## config.mk

```make
export PLATFORM = sky130hd
export DESIGN_NAME = pmld_llr_pipe_flat
export DESIGN_NICKNAME = d
export VERILOG_FILES = /design/src/rtl/pmld_pkg.sv /design/src/rtl/pmld_if.sv /design/src/rtl/pmld_llr_pipe.sv /design/src/flat_wrapper.sv
export SDC_FILE = /design/constraint.sdc
export NUM_CORES = 2
export LEC_CHECK = 0
export BUFFER_PORTS_ARGS = -buffer_cell sky130_fd_sc_hd__buf_2
export CAP_MARGIN = 20
export CELL_PAD_IN_SITES_DETAIL_PLACEMENT = 1
export CELL_PAD_IN_SITES_GLOBAL_PLACEMENT = 1
export CORE_MARGIN = 2
export CORE_UTILIZATION = 52
export CTS_CLUSTER_DIAMETER = 100
export DETAILED_ROUTE_END_ITERATION = 8
export PLACE_DENSITY_LB_ADDON = 0.1
export SLEW_MARGIN = 10
export SYNTH_ARGS = -nofsm -noshare
export SYNTH_HDL_FRONTEND = slang
export SYNTH_SLANG_ARGS = --single-unit
```

## constraint.sdc

```tcl
create_clock -name clk_i -period 37.9 [get_ports clk_i]
set_input_delay 7.58 -clock clk_i [delete_from_list [all_inputs] [get_ports clk_i]]
set_output_delay 7.58 -clock clk_i [all_outputs]
set_load 0.005 [all_outputs]
```

## src/rtl/pmld_pkg.sv

```systemverilog
// -----------------------------------------------------------------------------
// pmld_pkg: shared types and constants of the PSK max-log LLR demapper
// Field widths, operation and register codes, defaults of the top-level
// parameters and the control word that travels with each LLR beat.
// -----------------------------------------------------------------------------
package pmld_pkg;

  // Defaults of the top-level parameters.
  localparam int unsigned DEF_MAX_POINTS   = 16;
  localparam int unsigned DEF_MAX_BITS     = 4;
  localparam int unsigned DEF_MAX_SUBSET   = 8;
  localparam int unsigned DEF_SAMPLE_WIDTH = 16;

  // Fixed field widths.
  localparam int unsigned OPCODE_W     = 2;
  localparam int unsigned POINT_SLOT_W = 4;
  localparam int unsigned BIT_SEL_W    = 2;
  localparam int unsigned LIST_SLOT_W  = 3;
  localparam int unsigned POINT_REF_W  = 4;
  localparam int unsigned BIT_NUM_W    = 2;

  // Configuration registers.
  localparam int unsigned BPS_W       = 3;
  localparam int unsigned SUBSET_W    = 4;
  localparam int unsigned CFG_DATA_W  = 4;
  localparam int unsigned CFG_INDEX_W = 1;

  localparam logic [BPS_W-1:0]    BPS_RESET    = 3'd2;
  localparam logic [SUBSET_W-1:0] SUBSET_RESET = 4'd2;

  // Lanes of the max tree; covers the largest set list.
  localparam int unsigned TREE_LANES = 8;
  localparam int unsigned TREE_HALF  = TREE_LANES / 2;

  typedef enum logic [OPCODE_W-1:0] {
    OP_LOAD_POINT = 2'd0,
    OP_LOAD_ZERO  = 2'd1,
    OP_LOAD_ONE   = 2'd2,
    OP_DEMAP      = 2'd3
  } opcode_e;

  typedef enum logic [CFG_INDEX_W-1:0] {
    CFG_BITS_PER_SYMBOL = 1'b0,
    CFG_SUBSET_SIZE     = 1'b1
  } cfg_index_e;

  typedef struct packed {
    logic [BIT_NUM_W-1:0] bit_number;
    logic                 last_bit;
  } beat_ctl_t;

endpackage

```

## src/rtl/pmld_if.sv

```systemverilog


interface pmld_out_if #(
  parameter int unsigned LLR_WIDTH = 2 * pmld_pkg::DEF_SAMPLE_WIDTH + 3
);
  import pmld_pkg::*;

  logic                        valid;
  logic                        ready;
  logic signed [LLR_WIDTH-1:0] llr;
  logic [BIT_NUM_W-1:0]        bit_number;
  logic                        last_bit;

  modport source (output valid, llr, bit_number, last_bit, input ready);
  modport sink   (input valid, llr, bit_number, last_bit, output ready);
endinterface

```

## src/rtl/pmld_llr_pipe.sv

```systemverilog
// -----------------------------------------------------------------------------
// pmld_llr_pipe: max reduction and LLR output stages
// Takes one bit's worth of selected projections per beat, reduces each set
// to its maximum over two registered levels and forms 2*(max0 - max1).
// -----------------------------------------------------------------------------
module pmld_llr_pipe #(
  parameter int unsigned PROJ_W = 2 * pmld_pkg::DEF_SAMPLE_WIDTH + 1,
  parameter int unsigned LLR_W  = 2 * pmld_pkg::DEF_SAMPLE_WIDTH + 3
) (
  input  logic                     clk_i,
  input  logic                     rst_ni,
  input  logic                     beat_valid_i,
  output logic                     beat_ready_o,
  input  pmld_pkg::beat_ctl_t      beat_ctl_i,
  input  logic signed [PROJ_W-1:0] zero_val_i [pmld_pkg::TREE_LANES],
  input  logic signed [PROJ_W-1:0] one_val_i  [pmld_pkg::TREE_LANES],
  pmld_out_if.source               llr_out
);
  import pmld_pkg::*;

  function automatic logic signed [PROJ_W-1:0] smax(input logic signed [PROJ_W-1:0] a,
                                                    input logic signed [PROJ_W-1:0] b);
    return (a > b) ? a : b;
  endfunction

  logic                     r1_v_q, r2_v_q, r3_v_q, o_v_q;
  logic                     r1_rdy, r2_rdy, r3_rdy, o_rdy;
  beat_ctl_t                r1_ctl_q, r2_ctl_q, r3_ctl_q, o_ctl_q;
  logic signed [PROJ_W-1:0] r1_zero_q [TREE_LANES];
  logic signed [PROJ_W-1:0] r1_one_q  [TREE_LANES];
  logic signed [PROJ_W-1:0] r2_zero_q [TREE_HALF];
  logic signed [PROJ_W-1:0] r2_one_q  [TREE_HALF];
  logic signed [PROJ_W-1:0] r3_m0_q, r3_m1_q;
  logic signed [PROJ_W-1:0] m0_d, m1_d;
  logic signed [LLR_W-1:0]  diff;
  logic signed [LLR_W-1:0]  o_llr_d, o_llr_q;

  // Each stage moves on when it is empty or its successor moves on.
  assign o_rdy        = !o_v_q || llr_out.ready;
  assign r3_rdy       = !r3_v_q || o_rdy;
  assign r2_rdy       = !r2_v_q || r3_rdy;
  assign r1_rdy       = !r1_v_q || r2_rdy;
  assign beat_ready_o = r1_rdy;

  always_ff @(posedge clk_i or negedge rst_ni) begin
    if (!rst_ni) begin
      r1_v_q <= 1'b0;
      r2_v_q <= 1'b0;
      r3_v_q <= 1'b0;
      o_v_q  <= 1'b0;
    end else begin
      if (r1_rdy) r1_v_q <= beat_valid_i;
      if (r2_rdy) r2_v_q <= r1_v_q;
      if (r3_rdy) r3_v_q <= r2_v_q;
      if (o_rdy)  o_v_q  <= r3_v_q;
    end
  end

  // Last two tree levels share one stage.
  assign m0_d = smax(smax(r2_zero_q[0], r2_zero_q[1]), smax(r2_zero_q[2], r2_zero_q[3]));
  assign m1_d = smax(smax(r2_one_q[0], r2_one_q[1]), smax(r2_one_q[2], r2_one_q[3]));

  assign diff    = LLR_W'(r3_m0_q) - LLR_W'(r3_m1_q);
  assign o_llr_d = diff <<< 1;

  always_ff @(posedge clk_i) begin
    if (r1_rdy && beat_valid_i) begin
      r1_zero_q <= zero_val_i;
      r1_one_q  <= one_val_i;
      r1_ctl_q  <= beat_ctl_i;
    end
    if (r2_rdy && r1_v_q) begin
      for (int i = 0; i < TREE_HALF; i++) begin
        r2_zero_q[i] <= smax(r1_zero_q[2*i], r1_zero_q[2*i+1]);
        r2_one_q[i]  <= smax(r1_one_q[2*i], r1_one_q[2*i+1]);
      end
      r2_ctl_q <= r1_ctl_q;
    end
    if (r3_rdy && r2_v_q) begin
      r3_m0_q  <= m0_d;
      r3_m1_q  <= m1_d;
      r3_ctl_q <= r2_ctl_q;
    end
    if (o_rdy && r3_v_q) begin
      o_llr_q <= o_llr_d;
      o_ctl_q <= r3_ctl_q;
    end
  end

  assign llr_out.valid      = o_v_q;
  assign llr_out.llr        = o_llr_q;
  assign llr_out.bit_number = o_ctl_q.bit_number;
  assign llr_out.last_bit   = o_ctl_q.last_bit;

endmodule

```

## src/flat_wrapper.sv

```systemverilog
// flat-port wrapper written by rule: the top's interface ports become plain ports
module pmld_llr_pipe_flat import pmld_pkg::*;
#(
  parameter int unsigned PROJ_W = 2 * pmld_pkg::DEF_SAMPLE_WIDTH + 1,
  parameter int unsigned LLR_W  = 2 * pmld_pkg::DEF_SAMPLE_WIDTH + 3
)
  (clk_i, rst_ni, beat_valid_i, beat_ready_o, beat_ctl_i, zero_val_i, one_val_i, llr_out_valid, llr_out_llr, llr_out_bit_number, llr_out_last_bit, llr_out_ready);
  pmld_out_if llr_out_i ();
  input  logic clk_i;
  input  logic rst_ni;
  input  logic beat_valid_i;
  output logic beat_ready_o;
  input  pmld_pkg::beat_ctl_t beat_ctl_i;
  input  logic signed [PROJ_W-1:0] zero_val_i[pmld_pkg::TREE_LANES];
  input  logic signed [PROJ_W-1:0] one_val_i[pmld_pkg::TREE_LANES];
  output wire logic [$bits(llr_out_i.valid)-1:0] llr_out_valid;
  output wire logic [$bits(llr_out_i.llr)-1:0] llr_out_llr;
  output wire logic [$bits(llr_out_i.bit_number)-1:0] llr_out_bit_number;
  output wire logic [$bits(llr_out_i.last_bit)-1:0] llr_out_last_bit;
  input wire logic [$bits(llr_out_i.ready)-1:0] llr_out_ready;
  assign llr_out_valid = llr_out_i.valid;
  assign llr_out_llr = llr_out_i.llr;
  assign llr_out_bit_number = llr_out_i.bit_number;
  assign llr_out_last_bit = llr_out_i.last_bit;
  assign llr_out_i.ready = llr_out_ready;
  pmld_llr_pipe #(.PROJ_W(PROJ_W), .LLR_W(LLR_W)) u_core (.clk_i(clk_i), .rst_ni(rst_ni), .beat_valid_i(beat_valid_i), .beat_ready_o(beat_ready_o), .beat_ctl_i(beat_ctl_i), .zero_val_i(zero_val_i), .one_val_i(one_val_i), .llr_out(llr_out_i));
endmodule
```

Word-level counts from Yosys, hierarchy flattened
Memories as Yosys holds them, arrays and structs flattened.
Index checks and enable logic that the tools add are counted.
{"block": "word_totals", "reg_bits": 644, "input_bits": 535, "n_memories": 2, "ram_bits": 264, "out_inout_bits": 40}
{"block": "classes", "mux": 16, "n_reduce_logical": 12, "magnitude_cmp": 14, "add_sub_neg": 1}
{"memory": "u_core.r2_one_q", "depth": 4, "word_bits": 33, "read_ports": 4, "rd_ports_with_merged_regs": 0, "wr": 4, "line": "pmld_llr_pipe.sv:32", "rtl": "logic signed [PROJ_W-1:0] r2_one_q [TREE_HALF];"}
{"memory": "u_core.r2_zero_q", "depth": 4, "word_bits": 33, "read_ports": 4, "rd_ports_with_merged_regs": 0, "wr": 4, "line": "pmld_llr_pipe.sv:31", "rtl": "logic signed [PROJ_W-1:0] r2_zero_q [TREE_HALF];"}
{"operator": "> comparator 33 bit", "n": 14}
{"operator": "two-way mux 33 bit", "n": 14}
{"operator": "subtractor 33 x 33 -> 34 bit", "n": 1}
{"operator": "logical AND 1 bit", "n": 4}
{"operator": "zero test 1 bit", "n": 4}
{"operator": "logical OR 1 bit", "n": 4}
{"operator": "two-way mux 1 bit", "n": 2}

Logic depth before layout (Yosys ltp)
{"block": "logic_depth", "word_depth": 7, "mapped_depth": 25}

Least setup slack after synthesis
No wires, ideal clock.
{"block": "synth_path", "kind": "in2reg", "from": "in llr_out_ready", "to": "reg u_core.r1_ctl_q[0] (netlist name), enable pin", "path_stages": 3, "required_time_ns": 36.932, "n_path_buf": 0, "path_slack_ns": 17.096, "arrival_time_ns": 19.836, "path_cell_list": "nor2b_1 nand4_1 and2_1"}
{"block": "synth_between", "elab_chain_len": 5}
{"item": "start, declared", "line": "flat_wrapper.sv:20", "rtl": "input wire logic [$bits(llr_out_i.ready)-1:0] llr_out_ready;"}
{"item": "logical OR 1 bit", "line": "pmld_llr_pipe.sv:39", "rtl": "assign o_rdy = !o_v_q || llr_out.ready;"}
{"item": "logical OR 1 bit", "line": "pmld_llr_pipe.sv:40", "rtl": "assign r3_rdy = !r3_v_q || o_rdy;"}
{"item": "logical OR 1 bit", "line": "pmld_llr_pipe.sv:41", "rtl": "assign r2_rdy = !r2_v_q || r3_rdy;"}
{"item": "logical OR 1 bit", "line": "pmld_llr_pipe.sv:42", "rtl": "assign r1_rdy = !r1_v_q || r2_rdy;"}
{"item": "named net beat_ready_o", "line": "flat_wrapper.sv:12", "rtl": "output logic beat_ready_o;"}
{"item": "logical AND 1 bit", "line": "pmld_llr_pipe.sv:67", "rtl": "if (r1_rdy && beat_valid_i) begin"}
{"item": "end signal, assigned", "line": "pmld_llr_pipe.sv:70", "rtl": "r1_ctl_q <= beat_ctl_i;"}
{"item": "end, declared", "line": "pmld_llr_pipe.sv:28", "rtl": "beat_ctl_t r1_ctl_q, r2_ctl_q, r3_ctl_q, o_ctl_q;"}
The timed path passes the listed nets, and every way through them passes these cells.
A chain may end at the register's enable or synchronous reset.

Worst setup path after layout
{"block": "layout_path", "from": "in llr_out_ready", "to": "out beat_ready_o"}
{"block": "layout_between", "elab_chain_len": 4}
{"item": "logical OR 1 bit", "line": "pmld_llr_pipe.sv:39"}
{"item": "logical OR 1 bit", "line": "pmld_llr_pipe.sv:40"}
{"item": "logical OR 1 bit", "line": "pmld_llr_pipe.sv:41"}
{"item": "logical OR 1 bit", "line": "pmld_llr_pipe.sv:42"}
{"item": "end, declared", "line": "flat_wrapper.sv:12"}
Every way passes these cells.

==> flow_summary.yaml <==
outcome:
  outcome: "finished, final reports clean"
sta:
  maxClockFrequency_mhz: 62.3
  setup_viol_count_final: 0
  timing_worst_slew_pin_value_ns: 1.09
  tcrit_tclk_final_pct: 42.3
  finalHoldViolCount: 0
  clock_skew_ns: 0.0231
  grt_setup_unrepaired: "false"
  maxSlewHeadroom_pct: 27.2
  postLayoutSetupSlackWorst_ns: 21.85
  final_max_slew_viol_count: 0
  tns_ns: 0
  final.min_clock_period_ns: 16.05
clock_tree:
  tritoncts: "done"
  depth_of_the_cts_h_tree: 3
  post_cts_repair_timing_setup_buffer_count: 0
  cts.sinks: 908
  cts.repair.resized: 0
  cts_root_buffer: "clkbuf_16"
  clk_latency_ns: 0.68
  cts_hold_buf: 0
  clk_path_buf_depth: 3
  clk_pin_slew_worst_paths_ns: 0.06
  cts_inserted_buffers: 101
job:
  drv_cap: 0
layout:
  fillCellCount: 8623
  nNetsFinal: 5049
  syn_to_final_growth_pct: 16.3
  post_route_cells_drive_above_1_share_pct: 23.5
  seqCellArea_um2: 27200
  final_common_cell: "edfxtp_1"
  area_of_the_multi_input_gates_um2: 16500
  mostFrequentLayoutCells: "904 x edfxtp_1, 573 x buf_2, 511 x inv_1"
worst_setup_path:
  cp_top_family: "simple AND/OR/NAND/NOR gates"
  critPathArrivalTime_ns: 8.47
  crit_path_cell_trace: "buf_2 -> nor2b_1 -> nand4_1 -> buf_2"
  worstSetupStartpointType: "input port"
  cp_common_cell: "buf_2"
  critPathCaptureType: "primary output"
  critical-path-max-stage-delay_ns: 0.37
  critical-path-slowest-cell: "nor2b_1"
  critical_path_peak_fanout: 5
  timing.critical_path.required_ns: 30.32
  worstPathBufferInverterCount: 2
  timing_worst_setup_path_type: "input port to primary output"
global_routing:
  grt_max_degree: 80
  grt_pass1_vias: 31782
  grt_first_pass_wirelength_um: 187000
  grt_overflow: 0
  antenna_found_initial: 11
  global_route.usage.total_pct: 27.7
power:
  power.density_cell_area_nw_per_um2: 65.7
  total_chip_power_mw: 3.51
  power.leakage_nw: 24.0
  vdd.ir_drop.worst_mv: 0.0439
floorplan:
  die-area_um2: 90700
  die_w_um: 301
  chipHeight_um: 301
  initial_standard_cell_utilization_of_the_core_pct: 52.7
  ios: 575
  core_region_area_um2: 87200
  std_cell_rows: 108
synthesis:
  synthesis.instances: 3377
  syn_avg_cell_area_um2: 13.6
  synth.yosys.seq_area_share_pct: 59.4
  syn_nets: 4408
  async_reset_ff_share_pct: 0.441
  synth-main-ff-cell: "edfxtp_1"
  synth_edf_count: 904
  synth.distinct_cells: 63
  synth_warnings: 0
  ff_latch_count_synth: 908
  netlist_area_um2: 45900
detailed_routing:
  totalWireLength_um: 126000
  routed-via-count: 29529
  routed_via_density: 5.62
  wl_per_cell_um: 24.0
  detailedRoute.firstIterationViolations: 2125
  route.antenna.remaining_nets: 0
  remaining_drc_errors: 0
  drt_pass1_iterations: 5
placement:
  placement.setup.worst_slack_ns: 21.87
  hpwl_um: 96900
  place_congestion: 0.858
  portBuffers: 573
min_path:
  hp-class: "register to register"
## metal layers
layer  track usage, %  up-vias  routed length, µm
met2             47.0      841              61800
met3             5.96      195               7740
li1                 -    13771                  -
met5                0        -                 56
met1             35.9    14712              53100
met4             7.97       10               3480
## layout make-up
type                            count  share of cell area (%)
Timing Repair Buffer              596                    5.73
Sequential cell                   908                    51.0
Tap cell                         1155                    2.71
Clock buffer                      128                    5.04
Clock inverter                     50                   0.928
Multi-Input combinational cell   1900                    31.0
Inverter                          511                    3.59
Antenna cell                        3                  0.0141
## flip-flops by register name (all words and copies together), names as in the netlist, 2 cells and up
register,cells
u_core.llr_out.bit_number,2
u_core.r3_ctl_q,3
u_core.r2_ctl_q,3
u_core.llr_out.llr,34
u_core.r2_one_q,132
u_core.r1_one_q,264
u_core.r1_zero_q,264
u_core.r2_zero_q,132
u_core.r3_m1_q,33
u_core.r3_m0_q,33
u_core.r1_ctl_q,3
## Yosys cell counts (19+ instances only)
cell type / count / area (µm²)
nor2_1: 79 / 297
nor3_1: 19 / 95.1
nand2_1: 106 / 398
o21ai_0: 139 / 696
mux2i_1: 199 / 1990
nor2b_1: 37 / 231
edfxtp_1: 904 / 27100
ha_1: 495 / 6190
nand4_1: 116 / 726
nand3_1: 21 / 105
mux2_2: 203 / 2290
inv_1: 511 / 1920
xnor2_1: 22 / 193
buf_2: 19 / 95.1
a21oi_1: 145 / 726
a21o_1: 171 / 1280
## path summary, 6_finish.rpt
check,cells after the start,slack [ns],endpoint,start
min in group asynchronous,1,6.71,u_core.r1_v_q,rst_ni
setup reg to reg,19,30.69,u_core.r3_m0_q[1],u_core.r2_zero_q[0][32]
hold reg to reg,0,0.42,u_core.llr_out.bit_number[1],u_core.r3_ctl_q[2]
setup / recovery,4,21.85,beat_ready_o,llr_out_ready
hold / removal,0,0.42,u_core.llr_out.bit_number[1],u_core.r3_ctl_q[2]
max in group asynchronous,1,31.07,u_core.llr_out.valid,rst_ni
## cells by family after synthesis
group / count (synthesis) / synth area share [%]
AO/OA/AOI/OAI: 540 / 7.44
buffers and inverters: 569 / 4.96
multiplexers: 402 / 9.32
AND/OR/NAND/NOR: 431 / 4.81
XOR/XNOR: 30 / 0.572
adder cells (fa/ha/maj): 496 / 13.5
flip-flops: 908 / 59.4
other: 1 / 0.00817
## stage by stage
stage	util [%]	instance area, µm²	cells	hold slack, ns
2_1_floorplan	-	45900	3377	0.400
3_3_place_gp	57.6	50200	5069	0.403
3_5_place_dp	57.6	50200	5070	0.409
4_1_cts	61.2	53400	5248	0.419
5_1_grt	61.3	53400	5250	0.430
6_report	61.3	53400	5251	0.418
## where the power goes
| group | switching, mW | internal [mW] | total (mW) |
|---|---|---|---|
| combinational | 0.693 | 0.450 | 1.14 |
| sequential | 0.0721 | 1.33 | 1.40 |
| clock | 0.400 | 0.566 | 0.966 |
## worst register-to-register path, stage by stage, from the launching register on
cell and delay [ns]:
edfxtp_1 0.42, ha_1 0.41, nand4_1 0.21, nor4_1 0.60, o21ai_0 0.29, o2111ai_1 0.24
mux2_2 0.22, buf_4 0.49, mux2i_1 0.62, inv_1 0.11, ha_1 0.32, nand4_1 0.13
or2_2 0.34, nor3_1 0.46, o21ai_0 0.21, o211ai_1 0.15, a2111oi_0 0.12, o211ai_1 0.22
o21a_2 0.89, mux2i_1 0.53
Power figures use the tool's default switching activity.
